$ cat config.mk
export PLATFORM = sky130hd
export DESIGN_NAME = modular_power
export DESIGN_NICKNAME = d
export VERILOG_FILES = /design/src/hw/rtl/modpow_pkg.sv /design/src/hw/rtl/modular_power.sv /design/src/hw/rtl/modpow_mulmod.sv /design/src/hw/rtl/modpow_reduce.sv
export SDC_FILE = /design/constraint.sdc
export NUM_CORES = 1
export LEC_CHECK = 0
export BUFFER_PORTS_ARGS = -buffer_cell sky130_fd_sc_hd__buf_2
export CAP_MARGIN = 5
export CELL_PAD_IN_SITES_DETAIL_PLACEMENT = 0
export CELL_PAD_IN_SITES_GLOBAL_PLACEMENT = 2
export CORE_MARGIN = 4
export CORE_UTILIZATION = 39
export CTS_CLUSTER_DIAMETER = 100
export DETAILED_ROUTE_END_ITERATION = 10
export PLACE_DENSITY = 0.81
export SLEW_MARGIN = 25
export SYNTH_ARGS = -nofsm -noshare
export SYNTH_HDL_FRONTEND = slang
export SYNTH_HIERARCHICAL = 1
export SYNTH_SLANG_ARGS = --single-unit
$ cat constraint.sdc
create_clock -name i_clk -period 8.9 [get_ports i_clk]
set_clock_uncertainty 0.1 [all_clocks]
set_input_delay 1.78 -clock i_clk [delete_from_list [all_inputs] [get_ports i_clk]]
set_output_delay 1.78 -clock i_clk [all_outputs]
set_load 0.05 [all_outputs]
$ cat src/hw/rtl/modpow_pkg.sv
// modpow_pkg: shared types and constants for the modular_power block.
// No dependencies.
`timescale 1ns / 1ps
package modpow_pkg;
    localparam int unsigned MOD_W  = 31;
    localparam int unsigned BASE_W = 32;
    localparam int unsigned EXP_W  = 63;
    localparam logic [MOD_W-1:0] MOD_RESET = 31'd1000000007;

    typedef logic [MOD_W-1:0] t_mod;

    // start/operand bundle into the serial modular multiplier
    typedef struct packed {
        logic start;
        t_mod a;
        t_mod b;
    } t_mul_req;
endpackage

$ cat src/hw/rtl/modular_power.sv
// modular_power: top level, base^exponent mod modulus by square-and-multiply.
// Uses modpow_pkg, modpow_reduce, modpow_mulmod.
`timescale 1ns / 1ps
// Channel  Dir  Handshake        Payload
// in       in   valid / stall    i_base_value[31:0], i_exponent[62:0]
// out      out  valid / stall    o_power_result[30:0]
// cfg      in   valid / ready    i_cfg_data[30:0] (modulus)
//
// Sequence: a transaction first reduces the base mod m, then,
// per exponent bit up to the top set bit, does one squaring and, for a set bit,
// one multiply, each in the single bit-serial multiplier.
// Worst case, all 63 exponent bits set: 125 products.
// Reset (synchronous, active low) restores modulus 1000000007 and idles.
// The result register holds while o_out stall is high; input is taken
// only when idle and the result register is free.
module modular_power (
    input  logic        i_clk,
    input  logic        i_rst_n,
    input  logic        i_in_valid,
    output logic        o_in_stall,
    input  logic [31:0] i_base_value,
    input  logic [62:0] i_exponent,
    output logic        o_out_valid,
    input  logic        i_out_stall,
    output logic [30:0] o_power_result,
    input  logic        i_cfg_valid,
    output logic        o_cfg_ready,
    input  logic [30:0] i_cfg_data
);
    import modpow_pkg::*;

    typedef enum logic [4:0] {
        S_IDLE = 5'b00001,
        S_RED  = 5'b00010,
        S_MUL  = 5'b00100,
        S_SQR  = 5'b01000,
        S_OUT  = 5'b10000
    } t_state;

    t_state            r_state;
    t_mod              r_mod;
    t_mod              r_acc;
    t_mod              r_base;
    logic [EXP_W-1:0]  r_exp;
    logic              r_out_valid;
    t_mod              r_res;
    logic              r_wait;   // multiplier launched, waiting for done

    logic              in_acc;
    logic              red_start, red_done;
    t_mod              red_rem;
    t_mul_req          mul_req;
    logic              mul_done;
    t_mod              mul_prod;

    assign in_acc      = i_in_valid && !o_in_stall;
    assign o_in_stall  = (r_state != S_IDLE) || r_out_valid;
    assign o_cfg_ready = 1'b1;
    assign red_start   = in_acc && (i_exponent != '0) && (r_mod != '0);

    modpow_reduce u_red (
        .i_clk   (i_clk),
        .i_rst_n (i_rst_n),
        .i_start (red_start),
        .i_value (i_base_value),
        .i_mod   (r_mod),
        .o_done  (red_done),
        .o_rem   (red_rem)
    );

    // no squaring is launched once the remaining exponent is used up
    always_comb begin
        mul_req.start = 1'b0;
        mul_req.a     = r_base;
        mul_req.b     = r_base;
        if (r_state == S_MUL) begin
            mul_req.a     = r_acc;
            mul_req.start = !r_wait;
        end else if (r_state == S_SQR) begin
            mul_req.start = !r_wait && (r_exp[EXP_W-1:1] != '0);
        end
    end

    modpow_mulmod u_mul (
        .i_clk   (i_clk),
        .i_rst_n (i_rst_n),
        .i_req   (mul_req),
        .i_mod   (r_mod),
        .o_done  (mul_done),
        .o_prod  (mul_prod)
    );

    always_ff @(posedge i_clk) begin
        if (!i_rst_n) begin
            r_state     <= S_IDLE;
            r_mod       <= MOD_RESET;
            r_out_valid <= 1'b0;
            r_wait      <= 1'b0;
        end else begin
            if (i_cfg_valid) begin
                r_mod <= i_cfg_data;
            end
            if (r_out_valid && !i_out_stall) begin
                r_out_valid <= 1'b0;
            end
            case (r_state)
                S_IDLE: begin
                    if (in_acc) begin
                        if (r_mod == '0) begin
                            r_res       <= '0;
                            r_out_valid <= 1'b1;
                        end else if (i_exponent == '0) begin
                            r_res       <= MOD_W'(1);
                            r_out_valid <= 1'b1;
                        end else begin
                            r_state <= S_RED;
                        end
                    end
                end
                S_RED: begin
                    if (red_done) begin
                        r_base  <= red_rem;
                        // acc = 1 mod m (0 when m is 1)
                        r_acc   <= (r_mod == MOD_W'(1)) ? '0 : MOD_W'(1);
                        r_state <= r_exp[0] ? S_MUL : S_SQR;
                    end
                end
                S_MUL: begin
                    if (!r_wait) begin
                        r_wait <= 1'b1;
                    end else if (mul_done) begin
                        r_acc   <= mul_prod;
                        r_wait  <= 1'b0;
                        r_state <= S_SQR;
                    end
                end
                S_SQR: begin
                    if (r_exp[EXP_W-1:1] == '0) begin
                        r_wait      <= 1'b0;
                        r_res       <= r_acc;
                        r_out_valid <= 1'b1;
                        r_state     <= S_OUT;
                    end else if (!r_wait) begin
                        r_wait <= 1'b1;
                    end else if (mul_done) begin
                        r_base  <= mul_prod;
                        r_wait  <= 1'b0;
                        r_exp   <= {1'b0, r_exp[EXP_W-1:1]};
                        r_state <= r_exp[1] ? S_MUL : S_SQR;
                    end
                end
                S_OUT: begin
                    r_state <= S_IDLE;
                end
                default: begin
                    r_state <= S_IDLE;
                end
            endcase
        end
        if (in_acc) begin
            r_exp <= i_exponent;
        end
    end

    assign o_out_valid    = r_out_valid;
    assign o_power_result = r_res;
endmodule

$ cat src/hw/rtl/modpow_mulmod.sv
// modpow_mulmod: bit-serial modular multiplier, (a*b) mod m, MSB first.
// One bit of b per cycle; needs a, b < m. Depends on modpow_pkg.
`timescale 1ns / 1ps
module modpow_mulmod (
    input  logic                  i_clk,
    input  logic                  i_rst_n,
    input  modpow_pkg::t_mul_req  i_req,
    input  modpow_pkg::t_mod      i_mod,
    output logic                  o_done,
    output modpow_pkg::t_mod      o_prod
);
    import modpow_pkg::*;

    localparam int unsigned CNT_W = $clog2(MOD_W + 1);

    logic             r_busy, n_busy;
    logic [CNT_W-1:0] r_cnt, n_cnt;
    t_mod             r_acc, n_acc;
    t_mod             r_a, n_a;
    t_mod             r_b, n_b;
    logic             r_done, n_done;

    logic [MOD_W:0] dbl, dbl_r, add, add_r;

    always_comb begin
        dbl   = {r_acc, 1'b0};
        dbl_r = (dbl >= {1'b0, i_mod}) ? dbl - {1'b0, i_mod} : dbl;
        add   = dbl_r + {1'b0, r_a};
        add_r = (add >= {1'b0, i_mod}) ? add - {1'b0, i_mod} : add;
    end

    always_comb begin
        n_busy = r_busy;
        n_cnt  = r_cnt;
        n_acc  = r_acc;
        n_a    = r_a;
        n_b    = r_b;
        n_done = 1'b0;
        if (i_req.start) begin
            n_busy = 1'b1;
            n_cnt  = CNT_W'(MOD_W);
            n_acc  = '0;
            n_a    = i_req.a;
            n_b    = i_req.b;
        end else if (r_busy) begin
            n_acc = r_b[MOD_W-1] ? add_r[MOD_W-1:0] : dbl_r[MOD_W-1:0];
            n_b   = {r_b[MOD_W-2:0], 1'b0};
            n_cnt = r_cnt - 1'b1;
            if (r_cnt == CNT_W'(1)) begin
                n_busy = 1'b0;
                n_done = 1'b1;
            end
        end
    end

    always_ff @(posedge i_clk) begin
        if (!i_rst_n) begin
            r_busy <= 1'b0;
            r_done <= 1'b0;
            r_cnt  <= '0;
        end else begin
            r_busy <= n_busy;
            r_done <= n_done;
            r_cnt  <= n_cnt;
        end
        r_acc <= n_acc;
        r_a   <= n_a;
        r_b   <= n_b;
    end

    assign o_done = r_done;
    assign o_prod = r_acc;
endmodule

$ cat src/hw/rtl/modpow_reduce.sv
// modpow_reduce: bit-serial restoring reduction of a 32-bit base mod m.
// One base bit per cycle, MSB first. Depends on modpow_pkg.
`timescale 1ns / 1ps
module modpow_reduce (
    input  logic                        i_clk,
    input  logic                        i_rst_n,
    input  logic                        i_start,
    input  logic [modpow_pkg::BASE_W-1:0] i_value,
    input  modpow_pkg::t_mod            i_mod,
    output logic                        o_done,
    output modpow_pkg::t_mod            o_rem
);
    import modpow_pkg::*;

    localparam int unsigned CNT_W = $clog2(BASE_W + 1);

    logic              r_busy;
    logic              r_done;
    logic [CNT_W-1:0]  r_cnt;
    logic [BASE_W-1:0] r_val;
    t_mod              r_rem;
    logic [MOD_W:0]    sh, sub;

    always_comb begin
        sh  = {r_rem, r_val[BASE_W-1]};
        sub = (sh >= {1'b0, i_mod}) ? sh - {1'b0, i_mod} : sh;
    end

    always_ff @(posedge i_clk) begin
        if (!i_rst_n) begin
            r_busy <= 1'b0;
            r_done <= 1'b0;
            r_cnt  <= '0;
        end else begin
            r_done <= 1'b0;
            if (i_start) begin
                r_busy <= 1'b1;
                r_cnt  <= CNT_W'(BASE_W);
            end else if (r_busy) begin
                r_cnt <= r_cnt - 1'b1;
                if (r_cnt == CNT_W'(1)) begin
                    r_busy <= 1'b0;
                    r_done <= 1'b1;
                end
            end
        end
        if (i_start) begin
            r_val <= i_value;
            r_rem <= '0;
        end else if (r_busy) begin
            r_val <= {r_val[BASE_W-2:0], 1'b0};
            r_rem <= sub[MOD_W-1:0];
        end
    end

    assign o_done = r_done;
    assign o_rem  = r_rem;
endmodule

==> run metrics <==
status finished, final reports clean; std cell rows 88; ANT cells 0; largest net degree at the start of global routing 66; RSZ-0062 raised after global routing false; synth warn 6; global placer's final weighted congestion 0.923; Post-DP Area 24300 µm²; gr ovfl total 0; Design Area, Final 26000 µm²; Final nets 2849; Starting Density 0.393; Final Max Slew Viols 0; post-route non-filler standard cell count 3388; Routed wire per std cell 21.6 µm; CTS tree yes; FF-to-FF Start r_mod[0]; FFs w/ async S/R, synth 0; P_leak 10.9 nW; I/O pins 165; Post-synth EDFFs 250; MaxCap Viol Count 0; Critical Path RT 9300 ps; min-delay src u_red/r_cnt[0]; clock buffer depth 3; cell area power density 369 nW/µm²; CP endpoint kind register; Final HPWL DP 55.3 mm; syn avg cell area 9.38 µm²; FF+latch area 9810 µm²; final worst path period need 8230 ps; worst min path class reg2reg; CTS sink cnt 365; FF-to-FF End u_mul/o_prod[11]; Total Power 9.60 mW; initial antenna violation count 1; CP Launch Type register; WS Path Type reg2reg; full die area 62000 µm²; Port Buffers 163; number of synthesized register bits 365; routed wire length 73.1 mm; initial DRC count 1366; most used cell, CP a21oi_1; crit-path max cell delay 480 ps; Final Hold Fails 0; CP max FO 14; Cell Area, Synth 22600 µm²; total CTS buffers 45; DRT Pass-1 Iters 5; post-synth net total 2676; hold path depth 2; Syn Inst Count 2413; Peak VDD IR 0.199 mV; DR vias/cell 5.50; DRT antenna net count 0; commonest cells in the netlist nand2_1, edfxtp_1, ha_1; area occupied by multi-input gates 12000 µm²; Distinct cells, synth 95; Least-Margin Pin Slew 1080 ps; area delta synth->final 14.8%; die span in y 249 µm; register-to-register setup slack 670 ps; layout cells sized above 1 0.154; first-pass GRT wire length 111 mm; Final Cycle Share 0.924; Slew HR 0.277; Die X 249 µm; htree depth 2; Inst Count DP 3292; Crit-path slowest cell fa_1; FMAX 122 MHz; Post-synth top flop edfxtp_1; most used standard cell by instance count after synthesis nand2_1; fin util 0.451; Reg clk slew, reported paths 60 ps; vias in the first global route 18400; FF-to-FF path depth 32; Final setup viols 0; Post-route DRC 0; leading area contributor after synthesis edfxtp_1; Layout fillers 5576; WP data arrival 8630 ps; CORE AREA 57600 µm²; Total GRT Usage 0.227; vias 18600; Synth top area share 0.332; hold-critical path endpoint u_red/r_cnt[0]; clock root cell clkbuf_16; clk_lat worst skew 590 ps; sequential fraction of the synthesis area 0.433; dominant cells by area after synthesis edfxtp_1, dfxtp_1, nand2_1
-- logic make-up (layout without fill, tap and decap cells) --
kind of cell / count (synthesis) / in the layout / share of synthesized area
DFF: 365 / 365 / 0.433
xor gates and xnor gates: 112 / 112 / 0.0433
muxes: 145 / 145 / 0.0684
buffers and inverters: 204 / 414 / 0.0413
AOI/OAI and AO/OA: 506 / 506 / 0.145
other: 1 / 1 / 0.000166
adders and majority gates: 132 / 132 / 0.0743
and+or+nand+nor: 948 / 948 / 0.194
-- cells in the final DEF, fill, tap and decap left out, drive strengths merged, types with 7 or more instances in the layout --
master  synthesis  layout
buf            50     223
nand2         525     525
mux2i          74      74
a21boi          7       7
a21o           50      50
a211oi         44      44
nor2          123     123
clkbuf         46      61
xor2           52      52
clkinv          1      14
nor2b          19      19
o22ai           9       9
edfxtp        250     250
o211ai         21      21
o21a           27      27
or2             9       9
inv           106     110
a31oi          23      23
nor4           41      41
mux2           71      71
a21oi         125     125
a22oi          19      19
ha            128     128
and3           20      20
and2           71      71
dfxtp         115     115
nand4          26      26
xnor2          60      60
nor3           27      27
o21ai         106     106
or3             7       7
o21bai         17      17
nand2b         19      19
nand3          31      31
-- per-layer routing --
layer,GRT usage,up-vias,share of wire
met5,0,-,0.00011
met4,0.0468,2,0.017
met3,0.0297,81,0.048
met2,0.370,466,0.46
met1,0.327,9077,0.48
li1,-,8994,-
-- worst max-delay path: cells and delay by family (launching register included) --
family / cells / cell delay, ps
muxes: 2 / 520
DFF: 1 / 320
AOI/OAI and AO/OA: 23 / 5200
buffers and inverters: 3 / 540
and+or+nand+nor: 1 / 270
adders and majority gates: 3 / 1150
-- cell type report --
type | instances | area share
Multi-Input combinational cell | 1844 | 0.463
Sequential cell | 365 | 0.378
Timing Repair Buffer | 223 | 0.0494
Clock buffer | 61 | 0.0460
Tap cell | 765 | 0.0368
Inverter | 107 | 0.0155
Clock inverter | 23 | 0.0117
-- state kept, by name, summed over array words and instances (netlist names), 5 cells and up --
| register | count |
|---|---|
| r_base | 31 |
| r_exp | 63 |
| u_mul/r_cnt | 5 |
| u_red/r_cnt | 6 |
| u_red/o_rem | 31 |
| u_mul/r_a | 31 |
| u_mul/o_prod | 31 |
| u_mul/r_b | 31 |
| r_state | 5 |
| u_red/r_val | 32 |
| r_acc | 31 |
| r_mod | 31 |
| o_power_result | 31 |
-- timing repair --
item | 4_1_cts | 5_1_grt
pin swaps | 1 | 2
resized for setup | 1 | 13
hold buffers | 0 | 0
setup buffers | 1 | 11
setup endpoints to repair | 19 | 31
-- worst max path at each step --
stage	from	endpoint	slack [ps]	depth (start not counted)
CTS	r_mod[0]	u_mul/o_prod[11]	150	33
finish	r_mod[0]	u_mul/o_prod[11]	670	32
floorplan	r_mod[0]	u_mul/o_prod[30]	760	33
detailed placement	r_mod[0]	u_mul/o_prod[11]	-210	33
global route	r_mod[1]	u_mul/o_prod[16]	60	36
global placement	r_mod[0]	u_mul/o_prod[14]	90	32
-- stage by stage --
| stage | hold WS (ps) | setup WS [ps] | TNS [ps] |
|---|---|---|---|
| 2_1_floorplan | 358 | 765 | 0 |
| 3_3_place_gp | 375 | 91.8 | 0 |
| 3_5_place_dp | 388 | -207 | -2390 |
| 4_1_cts | 396 | 149 | 0 |
| 5_1_grt | 425 | 57.2 | 0 |
| 6_report | 400 | 673 | 0 |
-- where the power goes --
group / internal, mW / switching, mW / leakage (nW)
registers: 1.98 / 0.170 / 3.24
clock network: 1.13 / 0.764 / 0.734
logic: 2.26 / 3.29 / 6.96
(Power assumes the default switching activity.)
